--- config.mk ---
export PLATFORM = sky130hd
export DESIGN_NAME = seird_useq
export DESIGN_NICKNAME = d
export VERILOG_FILES = /design/src/design/seird_pkg.sv /design/src/design/seird_useq.sv
export SDC_FILE = /design/constraint.sdc
export NUM_CORES = 1
export LEC_CHECK = 0
export BUFFER_PORTS_ARGS = -buffer_cell sky130_fd_sc_hd__buf_4
export CORE_UTILIZATION = 43
export DETAILED_ROUTE_END_ITERATION = 8
export PLACE_DENSITY = 0.75
export REMOVE_ABC_BUFFERS = 1
export SYNTH_ARGS = -nofsm -noshare
export SYNTH_HDL_FRONTEND = slang
export SYNTH_SLANG_ARGS = --single-unit
export TNS_END_PERCENT = 20
--- constraint.sdc ---
create_clock -name clk -period 1.8 [get_ports clk]
set_input_delay 0.45 -clock clk [delete_from_list [all_inputs] [get_ports clk]]
set_output_delay 0.45 -clock clk [all_outputs]
set_load 0.005 [all_outputs]
--- src/design/seird_pkg.sv ---
package seird_pkg;

  localparam int CNT_W  = 40;
  localparam int RATE_W = 24;
  localparam int INV_W  = 32;
  localparam int FRAC_W = 32;
  localparam int P_W    = 41;
  localparam int FLUX_W = 43;
  localparam int MA_W   = 24;
  localparam int MB_W   = 41;
  localparam int PROD_W = MA_W + MB_W;
  localparam int SUM_W  = 74;
  localparam int ADDR_W = 4;
  localparam int CFG_IDX_W = 3;

  localparam logic [CNT_W-1:0]  CNT_MAX  = {CNT_W{1'b1}};
  localparam logic [FLUX_W-1:0] FLUX_CAP = {1'b1, {(FLUX_W-1){1'b0}}};

  localparam logic ACT_LOAD = 1'b0;
  localparam logic ACT_STEP = 1'b1;

  typedef logic [CFG_IDX_W-1:0] cfg_idx_t;
  localparam cfg_idx_t REG_AI  = 3'd0;
  localparam cfg_idx_t REG_AE  = 3'd1;
  localparam cfg_idx_t REG_K   = 3'd2;
  localparam cfg_idx_t REG_R   = 3'd3;
  localparam cfg_idx_t REG_B   = 3'd4;
  localparam cfg_idx_t REG_M   = 3'd5;
  localparam cfg_idx_t REG_G   = 3'd6;
  localparam cfg_idx_t REG_INV = 3'd7;

  localparam logic [RATE_W-1:0] RST_AI  = 24'd167605;
  localparam logic [RATE_W-1:0] RST_AE  = 24'd167605;
  localparam logic [RATE_W-1:0] RST_K   = 24'd7046;
  localparam logic [RATE_W-1:0] RST_R   = 24'd159719;
  localparam logic [RATE_W-1:0] RST_B   = 24'd167605;
  localparam logic [RATE_W-1:0] RST_M   = 24'd3154;
  localparam logic [RATE_W-1:0] RST_G   = 24'd0;
  localparam logic [INV_W-1:0]  RST_INV = 32'd100592521;

  typedef logic [3:0] asel_t;
  localparam asel_t A_INV_LO  = 4'd0;
  localparam asel_t A_INV_HI  = 4'd1;
  localparam asel_t A_AI      = 4'd2;
  localparam asel_t A_AE      = 4'd3;
  localparam asel_t A_K       = 4'd4;
  localparam asel_t A_R       = 4'd5;
  localparam asel_t A_B       = 4'd6;
  localparam asel_t A_M       = 4'd7;
  localparam asel_t A_G       = 4'd8;
  localparam asel_t A_FRAC_LO = 4'd9;
  localparam asel_t A_FRAC_HI = 4'd10;

  typedef logic [2:0] bsel_t;
  localparam bsel_t B_S = 3'd0;
  localparam bsel_t B_E = 3'd1;
  localparam bsel_t B_I = 3'd2;
  localparam bsel_t B_R = 3'd3;
  localparam bsel_t B_P = 3'd4;

  typedef logic [3:0] wb_t;
  localparam wb_t WB_NONE   = 4'd0;
  localparam wb_t WB_ACC    = 4'd1;
  localparam wb_t WB_FRAC   = 4'd2;
  localparam wb_t WB_P_SET  = 4'd3;
  localparam wb_t WB_P_ADD  = 4'd4;
  localparam wb_t WB_FLUX   = 4'd5;
  localparam wb_t WB_EK     = 4'd6;
  localparam wb_t WB_ER     = 4'd7;
  localparam wb_t WB_IB     = 4'd8;
  localparam wb_t WB_IM     = 4'd9;
  localparam wb_t WB_RG     = 4'd10;
  localparam wb_t WB_SETTLE = 4'd11;

  typedef logic [1:0] seq_t;
  localparam seq_t SEQ_NEXT = 2'd0;
  localparam seq_t SEQ_IDLE = 2'd1;
  localparam seq_t SEQ_GOTO = 2'd2;
  localparam seq_t SEQ_EMIT = 2'd3;

  typedef logic [ADDR_W-1:0] addr_t;
  localparam addr_t ADDR_IDLE = 4'd0;
  localparam addr_t ADDR_EMIT = 4'd1;
  localparam addr_t ADDR_STEP = 4'd2;

  typedef struct packed {
    asel_t a_sel;
    bsel_t b_sel;
    wb_t   wb;
    seq_t  seq;
    addr_t target;
  } ctrl_t;

  typedef struct packed {
    logic idle;
    logic emit;
  } seq_stat_t;

  typedef struct packed {
    logic [RATE_W-1:0] ai;
    logic [RATE_W-1:0] ae;
    logic [RATE_W-1:0] k;
    logic [RATE_W-1:0] r;
    logic [RATE_W-1:0] b;
    logic [RATE_W-1:0] m;
    logic [RATE_W-1:0] g;
    logic [INV_W-1:0]  inv;
  } cfg_t;

  typedef struct packed {
    logic [CNT_W-1:0] d;
    logic [CNT_W-1:0] r;
    logic [CNT_W-1:0] i;
    logic [CNT_W-1:0] e;
    logic [CNT_W-1:0] s;
  } cnt_set_t;

  typedef struct packed {
    logic             clip;
    logic [CNT_W-1:0] val;
  } settle_t;

  function automatic settle_t settle(input logic [CNT_W-1:0] x, input logic [43:0] gain,
                                     input logic [43:0] loss);
    logic [45:0] v;
    settle_t     o;
    v = {6'b0, x} + {2'b0, gain} - {2'b0, loss};
    if (v[45]) begin
      o.clip = 1'b1;
      o.val  = '0;
    end else if (v[44:CNT_W] != '0) begin
      o.clip = 1'b1;
      o.val  = CNT_MAX;
    end else begin
      o.clip = 1'b0;
      o.val  = v[CNT_W-1:0];
    end
    return o;
  endfunction

  // Words 2 to 12 each issue a multiply whose product the next word retires.
  function automatic ctrl_t ucode(input addr_t addr);
    ctrl_t w;
    w = '{a_sel: A_AI, b_sel: B_S, wb: WB_NONE, seq: SEQ_NEXT, target: ADDR_IDLE};
    case (addr)
      ADDR_IDLE: w.seq = SEQ_IDLE;
      ADDR_EMIT: begin
        w.seq    = SEQ_EMIT;
        w.target = ADDR_IDLE;
      end
      ADDR_STEP: begin
        w.a_sel = A_INV_LO;
        w.b_sel = B_S;
      end
      4'd3: begin
        w.a_sel = A_INV_HI;
        w.b_sel = B_S;
        w.wb    = WB_ACC;
      end
      4'd4: begin
        w.a_sel = A_AI;
        w.b_sel = B_I;
        w.wb    = WB_FRAC;
      end
      4'd5: begin
        w.a_sel = A_AE;
        w.b_sel = B_E;
        w.wb    = WB_P_SET;
      end
      4'd6: begin
        w.a_sel = A_K;
        w.b_sel = B_E;
        w.wb    = WB_P_ADD;
      end
      4'd7: begin
        w.a_sel = A_FRAC_LO;
        w.b_sel = B_P;
        w.wb    = WB_EK;
      end
      4'd8: begin
        w.a_sel = A_FRAC_HI;
        w.b_sel = B_P;
        w.wb    = WB_ACC;
      end
      4'd9: begin
        w.a_sel = A_R;
        w.b_sel = B_E;
        w.wb    = WB_FLUX;
      end
      4'd10: begin
        w.a_sel = A_B;
        w.b_sel = B_I;
        w.wb    = WB_ER;
      end
      4'd11: begin
        w.a_sel = A_M;
        w.b_sel = B_I;
        w.wb    = WB_IB;
      end
      4'd12: begin
        w.a_sel = A_G;
        w.b_sel = B_R;
        w.wb    = WB_IM;
      end
      4'd13: w.wb = WB_RG;
      4'd14: begin
        w.wb     = WB_SETTLE;
        w.seq    = SEQ_GOTO;
        w.target = ADDR_EMIT;
      end
      default: begin
        w.seq    = SEQ_GOTO;
        w.target = ADDR_IDLE;
      end
    endcase
    return w;
  endfunction

endpackage

--- src/design/seird_useq.sv ---
module seird_useq (
  input  logic                  clk,
  input  logic                  rst_n,
  input  logic                  start,
  input  logic                  action,
  input  logic                  out_room,
  output seird_pkg::ctrl_t      word,
  output seird_pkg::seq_stat_t  stat
);

  seird_pkg::addr_t upc_r;
  seird_pkg::addr_t upc_nxt;

  assign word      = seird_pkg::ucode(upc_r);
  assign stat.idle = (word.seq == seird_pkg::SEQ_IDLE);
  assign stat.emit = (word.seq == seird_pkg::SEQ_EMIT) && out_room;

  always_comb begin
    upc_nxt = upc_r;
    case (word.seq)
      seird_pkg::SEQ_IDLE: begin
        if (start) begin
          upc_nxt = (action == seird_pkg::ACT_STEP) ? seird_pkg::ADDR_STEP
                                                    : seird_pkg::ADDR_EMIT;
        end
      end
      seird_pkg::SEQ_NEXT: upc_nxt = upc_r + seird_pkg::addr_t'(1);
      seird_pkg::SEQ_GOTO: upc_nxt = word.target;
      seird_pkg::SEQ_EMIT: begin
        if (out_room) begin
          upc_nxt = word.target;
        end
      end
      default: upc_nxt = seird_pkg::ADDR_IDLE;
    endcase
  end

  always_ff @(posedge clk) begin
    if (!rst_n) begin
      upc_r <= seird_pkg::ADDR_IDLE;
    end else begin
      upc_r <= upc_nxt;
    end
  end

endmodule

==> run metrics <==
# H-tree levels 1; outcome finished with violations; Seq cells post-synth 4; # rows 13; initial drt markers 13; Reg clk slew, reported paths about 0.030 ns; Async SR Flop Fraction 0; final worst slack -0.213 ns; Routed WL around 2200 um; max-cap violation count 0; Largest regs upc_r x4; Clock Path Buffers 2; CTS Hold Bufs 0; GR peak layer met2; wire length of the first global-routing pass approximately 3200 um; # fillers between 100 and 150; Area Growth Syn to Fin 65.8%; root buf cell clkbuf_4; clock sink total 4; GRT met2 Usage 0.528; RePlAce Congestion roughly 0.81; WHS between 0.4 and 0.5 ns; final setup violation count 13; Tmin final between 2 and 2.5 ns; post-DR wirelength/cell between 15 and 20 um; share of layout cells above drive strength 1 0.559; critical path launch point upc_r[0]$_SDFFE_PN0P_; skew final 0.00411 ns; GR Util All Layers 0.301; commonest non-fill, non-tap cell in the layout buf_4; mapped cell area about 640 um2; crit path kind reg -> out; Pwr Density 1370 nW/um2; vias per inst between 5 and 6; Synth Warn # 0; Setup TNS Final -0.983 ns; Slew Limit Fails 0; DR vias around 800; post-DP HPWL between 1000 and 1500 um; DRT antenna net count 0; Critical Path Fanout Max 3; register area share after synthesis 0.125; RSZ-0062 raised after global routing yes; hold_sp rst_n; Reg2Reg Launch Point upc_r[1]$_SDFFE_PN0P_; fin cells 142; post-synthesis cell count 93; Largest Register upc_r; commonest non-fill, non-tap cells in the layout 39 x buf_4, 10 x nand2_1, 5 x o21ai_0, 5 x a21oi_1; PortBufs 20; gr ovfl total 0; fmax between 400 and 500 MHz; die width about 40 um; Arr. time, crit path roughly 1.6 ns; vias in the first global route between 700 and 800; HP Class in -> reg; # IOs 24; Post-synth EDFFs 0; met3 Use GR 0.0978; Pre-antenna DRT Iters 4; required time worst endpoint 1.35 ns; initial antenna violation count 0; CTS tree yes; post-placement cell count approximately 140; worst skew pair latency 0.24 ns; Synth Flop Type dfxtp_1; CP Capture Type output pin; failing checks setup timing; area of the core roughly 1400 um2; startpoint types flip-flop; die area around 1700 um2; Peak VDD IR 791 uV; syn_area_per_cell 6.92 um2; CTS Buf Count 3; Starting Density 0.476; Yosys cell types 37; Post-route DRC 0; Largest register FFs 4; crit share post-route 1.12; Static Leakage between 0.4 and 0.5 nW; nets@finish roughly 140; ant diodes 0; Die Ht ~41 um; pin count of the biggest net entering global routing 12; Tot Pwr 1.46 mW; met1 GRT Util 0.342; Final Hold Viols 0
-- critical path, stage by stage, from the launching register on --
cell and delay [ns]:
dfxtp_4 0.36, inv_4 0.08, ha_4 0.15, nor2_4 0.03, buf_4 0.13, nand4b_1 0.10
a21oi_2 0.08, a311oi_2 0.23, buf_4 0.16
-- repair_timing --
item	CTS	global route
buffers inserted	4	0
setup endpoints to repair	18	16
resized for setup	31	10
pin swaps	9	3
-- final cells by class --
class,instances,area (um2),share of cell area
multi-input combinational,73,596,0.559
timing repair buffer,41,315,0.296
sequential,4,88.8,0.0833
inverter,6,25.0,0.0235
clock buffer,3,22.5,0.0211
tap,15,18.8,0.0176
-- report_power, final --
part | internal (mW) | total, mW | switching [mW]
clock network | 0.0746 | 0.112 | 0.0369
registers | 0.119 | 0.159 | 0.0392
logic | 0.646 | 1.19 | 0.545
-- synth_stat cells (2+ instances only) --
master / instances / area [um2]
ha_1: 4 / 50.1
o32ai_1: 2 / 17.5
and3_1: 2 / 12.5
buf_2: 4 / 20.0
o21ai_1: 2 / 10.0
dfxtp_1: 4 / 80.1
a21oi_1: 6 / 30.0
nor3_1: 3 / 15.0
buf_6: 3 / 33.8
buf_4: 4 / 30.0
o21ai_0: 8 / 40.0
nand3_1: 2 / 10.0
nand2_1: 10 / 37.5
nor2_1: 7 / 26.3
nand2b_1: 3 / 18.8
inv_1: 6 / 22.5
a211oi_1: 3 / 22.5
-- worst paths after layout --
kind,end,slack (ns),depth (start not counted)
setup / recovery,word[14],-0.21,8
hold / removal,upc_r[1]$_SDFFE_PN0P_,0.49,3
setup reg to reg,upc_r[0]$_SDFFE_PN0P_,0.11,7
hold reg to reg,upc_r[0]$_SDFFE_PN0P_,0.58,2
-- routing by layer --
layer,wire (um),up-vias,share of wire
met5,0,-,0
met4,50,0,0.023
met3,127,6,0.058
met2,1120,42,0.51
met1,890,387,0.41
li1,-,383,-
-- kinds of logic after synthesis --
kind of cell / share of synthesized area
XOR/XNOR: 0.0136
buffers and inverters: 0.177
other: 0.00583
flip-flops: 0.125
AO/OA/AOI/OAI: 0.263
adder cells (fa/ha/maj): 0.0778
AND/OR/NAND/NOR: 0.300
multiplexers: 0.0389
-- metrics by stage --
step	utilization	cell area, um2	setup WS [ns]
floorplan	-	559	-0.0210
global placement	0.634	856	-0.0289
detailed placement	0.634	856	-0.117
CTS	0.766	1030	-0.170
global route	0.790	1070	-0.269
finish	0.790	1070	-0.213
Note: power is estimated with default switching activity, not from simulation.
