$ cat config.mk
export PLATFORM = sky130hd
export DESIGN_NAME = seird_dpath
export DESIGN_NICKNAME = d
export VERILOG_FILES = /design/src/design/seird_pkg.sv /design/src/design/seird_dpath.sv
export SDC_FILE = /design/constraint.sdc
export NUM_CORES = 2
export LEC_CHECK = 0
export BUFFER_PORTS_ARGS = -buffer_cell sky130_fd_sc_hd__buf_2
export CAP_MARGIN = 10
export CORE_MARGIN = 2
export CORE_UTILIZATION = 52
export CTS_CLUSTER_SIZE = 28
export DETAILED_ROUTE_END_ITERATION = 10
export PLACE_DENSITY = 0.85
export RECOVER_POWER = 100
export SYNTH_ARGS = -nofsm -noshare
export SYNTH_HDL_FRONTEND = slang
export SYNTH_SLANG_ARGS = --single-unit
export TNS_END_PERCENT = 30
$ cat constraint.sdc
create_clock -name clk -period 8.9 [get_ports clk]
set_clock_uncertainty 0.05 [all_clocks]
set_input_delay 0.445 -clock clk [delete_from_list [all_inputs] [get_ports clk]]
set_output_delay 0.445 -clock clk [all_outputs]
set_load 0.01 [all_outputs]
$ cat src/design/seird_pkg.sv
package seird_pkg;

  localparam int CNT_W  = 40;
  localparam int RATE_W = 24;
  localparam int INV_W  = 32;
  localparam int FRAC_W = 32;
  localparam int P_W    = 41;
  localparam int FLUX_W = 43;
  localparam int MA_W   = 24;
  localparam int MB_W   = 41;
  localparam int PROD_W = MA_W + MB_W;
  localparam int SUM_W  = 74;
  localparam int ADDR_W = 4;
  localparam int CFG_IDX_W = 3;

  localparam logic [CNT_W-1:0]  CNT_MAX  = {CNT_W{1'b1}};
  localparam logic [FLUX_W-1:0] FLUX_CAP = {1'b1, {(FLUX_W-1){1'b0}}};

  localparam logic ACT_LOAD = 1'b0;
  localparam logic ACT_STEP = 1'b1;

  typedef logic [CFG_IDX_W-1:0] cfg_idx_t;
  localparam cfg_idx_t REG_AI  = 3'd0;
  localparam cfg_idx_t REG_AE  = 3'd1;
  localparam cfg_idx_t REG_K   = 3'd2;
  localparam cfg_idx_t REG_R   = 3'd3;
  localparam cfg_idx_t REG_B   = 3'd4;
  localparam cfg_idx_t REG_M   = 3'd5;
  localparam cfg_idx_t REG_G   = 3'd6;
  localparam cfg_idx_t REG_INV = 3'd7;

  localparam logic [RATE_W-1:0] RST_AI  = 24'd167605;
  localparam logic [RATE_W-1:0] RST_AE  = 24'd167605;
  localparam logic [RATE_W-1:0] RST_K   = 24'd7046;
  localparam logic [RATE_W-1:0] RST_R   = 24'd159719;
  localparam logic [RATE_W-1:0] RST_B   = 24'd167605;
  localparam logic [RATE_W-1:0] RST_M   = 24'd3154;
  localparam logic [RATE_W-1:0] RST_G   = 24'd0;
  localparam logic [INV_W-1:0]  RST_INV = 32'd100592521;

  typedef logic [3:0] asel_t;
  localparam asel_t A_INV_LO  = 4'd0;
  localparam asel_t A_INV_HI  = 4'd1;
  localparam asel_t A_AI      = 4'd2;
  localparam asel_t A_AE      = 4'd3;
  localparam asel_t A_K       = 4'd4;
  localparam asel_t A_R       = 4'd5;
  localparam asel_t A_B       = 4'd6;
  localparam asel_t A_M       = 4'd7;
  localparam asel_t A_G       = 4'd8;
  localparam asel_t A_FRAC_LO = 4'd9;
  localparam asel_t A_FRAC_HI = 4'd10;

  typedef logic [2:0] bsel_t;
  localparam bsel_t B_S = 3'd0;
  localparam bsel_t B_E = 3'd1;
  localparam bsel_t B_I = 3'd2;
  localparam bsel_t B_R = 3'd3;
  localparam bsel_t B_P = 3'd4;

  typedef logic [3:0] wb_t;
  localparam wb_t WB_NONE   = 4'd0;
  localparam wb_t WB_ACC    = 4'd1;
  localparam wb_t WB_FRAC   = 4'd2;
  localparam wb_t WB_P_SET  = 4'd3;
  localparam wb_t WB_P_ADD  = 4'd4;
  localparam wb_t WB_FLUX   = 4'd5;
  localparam wb_t WB_EK     = 4'd6;
  localparam wb_t WB_ER     = 4'd7;
  localparam wb_t WB_IB     = 4'd8;
  localparam wb_t WB_IM     = 4'd9;
  localparam wb_t WB_RG     = 4'd10;
  localparam wb_t WB_SETTLE = 4'd11;

  typedef logic [1:0] seq_t;
  localparam seq_t SEQ_NEXT = 2'd0;
  localparam seq_t SEQ_IDLE = 2'd1;
  localparam seq_t SEQ_GOTO = 2'd2;
  localparam seq_t SEQ_EMIT = 2'd3;

  typedef logic [ADDR_W-1:0] addr_t;
  localparam addr_t ADDR_IDLE = 4'd0;
  localparam addr_t ADDR_EMIT = 4'd1;
  localparam addr_t ADDR_STEP = 4'd2;

  typedef struct packed {
    asel_t a_sel;
    bsel_t b_sel;
    wb_t   wb;
    seq_t  seq;
    addr_t target;
  } ctrl_t;

  typedef struct packed {
    logic idle;
    logic emit;
  } seq_stat_t;

  typedef struct packed {
    logic [RATE_W-1:0] ai;
    logic [RATE_W-1:0] ae;
    logic [RATE_W-1:0] k;
    logic [RATE_W-1:0] r;
    logic [RATE_W-1:0] b;
    logic [RATE_W-1:0] m;
    logic [RATE_W-1:0] g;
    logic [INV_W-1:0]  inv;
  } cfg_t;

  typedef struct packed {
    logic [CNT_W-1:0] d;
    logic [CNT_W-1:0] r;
    logic [CNT_W-1:0] i;
    logic [CNT_W-1:0] e;
    logic [CNT_W-1:0] s;
  } cnt_set_t;

  typedef struct packed {
    logic             clip;
    logic [CNT_W-1:0] val;
  } settle_t;

  function automatic settle_t settle(input logic [CNT_W-1:0] x, input logic [43:0] gain,
                                     input logic [43:0] loss);
    logic [45:0] v;
    settle_t     o;
    v = {6'b0, x} + {2'b0, gain} - {2'b0, loss};
    if (v[45]) begin
      o.clip = 1'b1;
      o.val  = '0;
    end else if (v[44:CNT_W] != '0) begin
      o.clip = 1'b1;
      o.val  = CNT_MAX;
    end else begin
      o.clip = 1'b0;
      o.val  = v[CNT_W-1:0];
    end
    return o;
  endfunction

  // Words 2 to 12 each issue a multiply whose product the next word retires.
  function automatic ctrl_t ucode(input addr_t addr);
    ctrl_t w;
    w = '{a_sel: A_AI, b_sel: B_S, wb: WB_NONE, seq: SEQ_NEXT, target: ADDR_IDLE};
    case (addr)
      ADDR_IDLE: w.seq = SEQ_IDLE;
      ADDR_EMIT: begin
        w.seq    = SEQ_EMIT;
        w.target = ADDR_IDLE;
      end
      ADDR_STEP: begin
        w.a_sel = A_INV_LO;
        w.b_sel = B_S;
      end
      4'd3: begin
        w.a_sel = A_INV_HI;
        w.b_sel = B_S;
        w.wb    = WB_ACC;
      end
      4'd4: begin
        w.a_sel = A_AI;
        w.b_sel = B_I;
        w.wb    = WB_FRAC;
      end
      4'd5: begin
        w.a_sel = A_AE;
        w.b_sel = B_E;
        w.wb    = WB_P_SET;
      end
      4'd6: begin
        w.a_sel = A_K;
        w.b_sel = B_E;
        w.wb    = WB_P_ADD;
      end
      4'd7: begin
        w.a_sel = A_FRAC_LO;
        w.b_sel = B_P;
        w.wb    = WB_EK;
      end
      4'd8: begin
        w.a_sel = A_FRAC_HI;
        w.b_sel = B_P;
        w.wb    = WB_ACC;
      end
      4'd9: begin
        w.a_sel = A_R;
        w.b_sel = B_E;
        w.wb    = WB_FLUX;
      end
      4'd10: begin
        w.a_sel = A_B;
        w.b_sel = B_I;
        w.wb    = WB_ER;
      end
      4'd11: begin
        w.a_sel = A_M;
        w.b_sel = B_I;
        w.wb    = WB_IB;
      end
      4'd12: begin
        w.a_sel = A_G;
        w.b_sel = B_R;
        w.wb    = WB_IM;
      end
      4'd13: w.wb = WB_RG;
      4'd14: begin
        w.wb     = WB_SETTLE;
        w.seq    = SEQ_GOTO;
        w.target = ADDR_EMIT;
      end
      default: begin
        w.seq    = SEQ_GOTO;
        w.target = ADDR_IDLE;
      end
    endcase
    return w;
  endfunction

endpackage

$ cat src/design/seird_dpath.sv
module seird_dpath (
  input  logic                clk,
  input  logic                rst_n,
  input  seird_pkg::ctrl_t    word,
  input  seird_pkg::cfg_t     cfg,
  input  logic                load_en,
  input  seird_pkg::cnt_set_t load_cnt,
  output seird_pkg::cnt_set_t cnt,
  output logic                clip
);

  logic [seird_pkg::MA_W-1:0]   mul_a;
  logic [seird_pkg::MB_W-1:0]   mul_b;
  logic [seird_pkg::PROD_W-1:0] prod_nxt;
  logic [seird_pkg::PROD_W-1:0] prod_r;
  logic [seird_pkg::PROD_W-1:0] acc_r;
  logic [seird_pkg::SUM_W-1:0]  wide_sum;
  logic [49:0]                  flux_q;
  logic [seird_pkg::FLUX_W-1:0] flux_nxt;
  logic [seird_pkg::CNT_W-1:0]  shifted;
  logic [seird_pkg::P_W-1:0]    p_nxt;

  logic [seird_pkg::FRAC_W-1:0] frac_r;
  logic [seird_pkg::P_W-1:0]    p_r;
  logic [seird_pkg::FLUX_W-1:0] flux_r;
  logic [seird_pkg::CNT_W-1:0]  ek_r;
  logic [seird_pkg::CNT_W-1:0]  er_r;
  logic [seird_pkg::CNT_W-1:0]  ib_r;
  logic [seird_pkg::CNT_W-1:0]  im_r;
  logic [seird_pkg::CNT_W-1:0]  rg_r;

  seird_pkg::cnt_set_t cnt_r;
  seird_pkg::cnt_set_t cnt_nxt;
  logic                clip_r;
  logic                clip_nxt;
  seird_pkg::settle_t  st_s;
  seird_pkg::settle_t  st_e;
  seird_pkg::settle_t  st_i;
  seird_pkg::settle_t  st_r;
  seird_pkg::settle_t  st_d;

  always_comb begin
    case (word.a_sel)
      seird_pkg::A_INV_LO:  mul_a = cfg.inv[23:0];
      seird_pkg::A_INV_HI:  mul_a = {16'b0, cfg.inv[31:24]};
      seird_pkg::A_AI:      mul_a = cfg.ai;
      seird_pkg::A_AE:      mul_a = cfg.ae;
      seird_pkg::A_K:       mul_a = cfg.k;
      seird_pkg::A_R:       mul_a = cfg.r;
      seird_pkg::A_B:       mul_a = cfg.b;
      seird_pkg::A_M:       mul_a = cfg.m;
      seird_pkg::A_G:       mul_a = cfg.g;
      seird_pkg::A_FRAC_LO: mul_a = frac_r[23:0];
      seird_pkg::A_FRAC_HI: mul_a = {16'b0, frac_r[31:24]};
      default:              mul_a = '0;
    endcase
  end

  always_comb begin
    case (word.b_sel)
      seird_pkg::B_S: mul_b = {1'b0, cnt_r.s};
      seird_pkg::B_E: mul_b = {1'b0, cnt_r.e};
      seird_pkg::B_I: mul_b = {1'b0, cnt_r.i};
      seird_pkg::B_R: mul_b = {1'b0, cnt_r.r};
      seird_pkg::B_P: mul_b = p_r;
      default:        mul_b = '0;
    endcase
  end

  assign prod_nxt = {{seird_pkg::MB_W{1'b0}}, mul_a} * {{seird_pkg::MA_W{1'b0}}, mul_b};

  // The high partial product lands 24 bits up on the low one.
  assign wide_sum = {9'b0, acc_r} + {prod_r[49:0], 24'b0};
  assign flux_q   = wide_sum[73:24];
  assign flux_nxt = (flux_q > {7'b0, seird_pkg::FLUX_CAP}) ? seird_pkg::FLUX_CAP
                                                           : flux_q[42:0];
  assign shifted  = prod_r[63:24];
  assign p_nxt    = {1'b0, p_r[39:0]} + {1'b0, shifted};

  assign st_s = seird_pkg::settle(cnt_r.s, 44'd0, {1'b0, flux_r});
  assign st_e = seird_pkg::settle(cnt_r.e, {1'b0, flux_r},
                                  {3'b0, {1'b0, ek_r} + {1'b0, er_r}});
  assign st_i = seird_pkg::settle(cnt_r.i, {4'b0, ek_r},
                                  {3'b0, {1'b0, ib_r} + {1'b0, im_r}});
  assign st_r = seird_pkg::settle(cnt_r.r, {3'b0, {1'b0, ib_r} + {1'b0, er_r}},
                                  {4'b0, rg_r});
  assign st_d = seird_pkg::settle(cnt_r.d, {4'b0, im_r}, 44'd0);

  always_comb begin
    cnt_nxt  = cnt_r;
    clip_nxt = clip_r;
    if (load_en) begin
      cnt_nxt  = load_cnt;
      clip_nxt = 1'b0;
    end else if (word.wb == seird_pkg::WB_SETTLE) begin
      cnt_nxt.s = st_s.val;
      cnt_nxt.e = st_e.val;
      cnt_nxt.i = st_i.val;
      cnt_nxt.r = st_r.val;
      cnt_nxt.d = st_d.val;
      clip_nxt  = st_s.clip | st_e.clip | st_i.clip | st_r.clip | st_d.clip;
    end
  end

  always_ff @(posedge clk) begin
    if (!rst_n) begin
      cnt_r  <= '0;
      clip_r <= 1'b0;
    end else begin
      cnt_r  <= cnt_nxt;
      clip_r <= clip_nxt;
    end
  end

  always_ff @(posedge clk) begin
    prod_r <= prod_nxt;
    case (word.wb)
      seird_pkg::WB_ACC:   acc_r  <= prod_r;
      seird_pkg::WB_FRAC:  frac_r <= wide_sum[71:40];
      seird_pkg::WB_P_SET: p_r    <= {1'b0, shifted};
      seird_pkg::WB_P_ADD: p_r    <= p_nxt;
      seird_pkg::WB_FLUX:  flux_r <= flux_nxt;
      seird_pkg::WB_EK:    ek_r   <= shifted;
      seird_pkg::WB_ER:    er_r   <= shifted;
      seird_pkg::WB_IB:    ib_r   <= shifted;
      seird_pkg::WB_IM:    im_r   <= shifted;
      seird_pkg::WB_RG:    rg_r   <= shifted;
      default: ;
    endcase
  end

  assign cnt  = cnt_r;
  assign clip = clip_r;

endmodule

==> results by group <==
Place
  – Placed cell count: 11400
  – Placed cell area: 86200 sq um
  – Post-DP HPWL: 260 mm
  – RePlAce Congestion: 1.07
  – Port Buffer Count: 614
  – Pre-CTS WS: -0.435 ns

Route
  – 1st-iter DRT viols: 8542
  – DRC: 0
  – First drt pass iteration count: 7
  – Vias/cell: 6.21
  – Post-DRT Antenna Nets: 0
  – Wire per inst: 27.0 um
  – Via count: 71800
  – Final WL: 312 mm

Setup path
  – Crit path top cell by count: fa_1
  – Worst EP arrival: 9.18 ns
  – Crit path required time: 9.45 ns
  – Worst setup SP type: flop
  – Critical Path Fanout Max: 15
  – Crit Path Class: flop to flop
  – Cell family with most CP delay: adder cells
  – CP Capture Type: flop
  – Critical Path Max Stage Delay: 0.56 ns
  – Sum of buffers and inverters on the critical path: 10
  – Critical-path top delay cell: fa_1

Synth
  – Post-Syn Instances: 8723
  – Top cells by count, synth: inv_1, nand2_1, fa_1
  – Number of flops mapped to enable cells by yosys: 357
  – Most common flop cell mapped by yosys: edfxtp_1
  – Sequential fraction of the synthesis area: 0.207
  – Yosys reg bits: 623
  – Mapped Avg Cell Area: 8.87 sq um
  – Synth Net Count: 10700
  – Synth top area share: 0.285
  – Synth async-reset ratio: 0
  – Synthesis Warnings: 0
  – Cells taking the most area after synthesis: fa_1, edfxtp_1, ha_1, inv_1, dfxtp_1
  – Mapped Area: 77400 sq um
  – Count leader, synth: inv_1
  – Synth cell types: 91
  – Post-synth top area cell: fa_1

Clock network
  – CTS root buf: clkbuf_16
  – TritonCTS clock tree: built
  – TritonCTS Buffers: 75
  – Clock Latency Late Sink: 0.70 ns
  – Bufs on Longest Clock Path: 3
  – Clock Pin Slew Worst Setup and Hold Paths: 0.06 ns
  – Clk sinks: 623
  – Htree depth: 3

Die
  – Die Wd: 390 um
  – Row cnt: 141
  – Ports: 621
  – Starting Density: 0.524
  – Die ar.: 152000 sq um
  – Die Y: 390 um
  – Core box area: 148000 sq um

Status
  – Violated checks: max-capacitance violations, max-slew violations
  – Outcome: finished, violations left

Power and ir drop
  – Net switching fraction of the power: 0.477
  – Cell-internal power: 0.00980 W
  – Clock network power share: 0.178
  – Sequential Power Share: 0.222
  – Leak pwr: 42.0 nW
  – Net Switching: 0.00893 W
  – VDD IR max: 200 uV
  – P per Cell Area: 211 nW/um^2
  – Gate power share: 0.600

STA
  – Hold_ws: 0.0199 ns
  – Worst Slack Setup Final: 0.263 ns
  – RSZ-0062 raised after global routing: no
  – Clock period minus worst slack: 8.64 ns
  – Final setup fails: 0
  – Slew margin rel.: -1.29
  – Max Freq: 116 MHz
  – Tcrit/Tclk final: 0.970
  – Final hold violation count: 0
  – Slew @ Worst Pin: 3.43 ns
  – Final Max Tran Viols: 655

Finish
  – Synth-to-layout area growth: 14.6%
  – Fillers: 12800
  – # nets final: 11600
  – Share of post-route cells with drive strength above 1: 0.118
  – Fin cells: 11600
  – Post-layout util: 0.600
  – Fin area: 88700 sq um

Job
  – Max_cap viols: 18

Global routing
  – First-pass GRT wire length: 452 mm
  – GRT Overall Usage: 0.405
  – Number of global-route vias before repair: 70300
  – Largest net degree at the start of global routing: 104
  – Grt ovf: 0
  – Initial antenna violation count: 39

Worst hold path
  – Hold crit path type: input port to flop
-- worst paths after layout --
path | startpoint | endpoint | slack, ns | depth (start not counted)
max | cnt[88]$_SDFFE_PN0P_ | prod_r[57]$_DFF_P_ | 0.26 | 31
min | load_cnt[103] | cnt[103]$_SDFFE_PN0P_ | 0.02 | 3
max reg2reg | cnt[88]$_SDFFE_PN0P_ | prod_r[57]$_DFF_P_ | 0.26 | 31
min reg2reg | prod_r[64]$_DFF_P_ | acc_r[64]$_DFFE_PN_ | 0.39 | 0
-- through the flow --
step	setup TNS, ns	power, W
final	0	0.0187
after global routing	0	0.0197
after CTS	0	0.0184
after detailed placement	-3.56	0.0150
after global placement	-1.65	0.0148
after floorplan	0	0.0108
-- cell usage in the layout (no fill, tap or decap), types with 21 or more instances in the layout --
master,Yosys,final
xnor2_1,167,167
buf_12,0,56
o31ai_1,26,26
nand3_1,86,85
o21ai_0,486,489
dfxtp_1,266,265
dlygate4sd3_1,0,41
o211ai_1,48,48
o21bai_1,49,49
nor2b_1,46,46
nor2_1,472,460
a221oi_1,53,46
buf_4,3,400
nand2_1,1150,1151
edfxtp_1,357,357
a21boi_0,51,53
ha_1,483,483
a21oi_1,556,556
a22oi_1,57,57
nor3_1,140,135
and2_1,71,65
fa_1,1100,1100
or3_1,37,36
nor3b_1,10,23
clkbuf_1,384,235
a211oi_1,72,74
a21o_1,219,219
a221o_1,49,49
a22o_1,21,21
nand2b_1,52,49
and3_1,133,133
clkbuf_16,0,77
a31oi_1,58,58
inv_1,1427,1425
xor2_1,124,124
buf_2,15,461
mux2i_1,48,48
o21a_1,56,56
nand4_1,47,47
-- power groups by stage --
stage	combinational, W	sequential [W]	clock (W)
after global placement	0.0106	0.00415	0
after floorplan	0.00695	0.00387	0
final	0.0112	0.00415	0.00334
after global routing	0.0121	0.00412	0.00345
after CTS	0.0110	0.00409	0.00335
after detailed placement	0.0109	0.00415	0
-- cell families (layout without fill, tap and decap cells) --
kind of cell	count (synthesis)	count (layout)	synth area share
AOI/OAI and AO/OA	1972	1972	0.163
xor gates and xnor gates	291	291	0.0329
adders and majority gates	1583	1583	0.363
buffers and inverters	1856	2759	0.0907
DFF	623	623	0.207
muxes	53	53	0.00693
other	0	11	0
and+or+nand+nor	2345	2345	0.137
-- what timing repair did --
| item | CTS | global route |
|---|---|---|
| buffers inserted | 0 | 4 |
| endpoints found under the setup margin | 0 | 7 |
| gates resized for setup | 0 | 24 |
| hold endpoints to repair | 41 | 0 |
| hold buffers | 41 | 0 |
-- area by class of cell --
type | instances | area, sq um | share of cell area
clock buffer | 86 | 1990 | 0.0225
antenna | 11 | 27.5 | 0.000310
sequential | 623 | 16000 | 0.181
timing repair buffer | 1193 | 7760 | 0.0876
clock inverter | 53 | 604 | 0.00682
inverter | 1427 | 5360 | 0.0604
tap | 1930 | 2410 | 0.0272
multi-input combinational | 6244 | 54500 | 0.614
-- sequential cells by signal, summed over array words and instances (netlist names) --
| signal | cells |
|---|---|
| er_r | 40 |
| cnt | 200 |
| flux_r | 43 |
| frac_r | 32 |
| rg_r | 40 |
| acc_r | 41 |
| prod_r | 65 |
| ek_r | 40 |
| im_r | 40 |
| p_r | 41 |
| ib_r | 40 |
| clip | 1 |
-- routing by layer --
layer	track usage	share of wire	vias to the layer above
met3	0.125	0.14	1196
met4	0.295	0.092	46
met5	0	0.0011	-
li1	-	-	30600
met2	0.575	0.41	4937
met1	0.524	0.36	35100
-- tightest hold or removal path, delay by kind of cell --
| family | cells | cell delay (ns) |
|---|---|---|
| compound gates | 2 | 0.18 |
| buf+inv | 1 | 0.09 |
No activity file was read; power rests on OpenSTA's default activity.
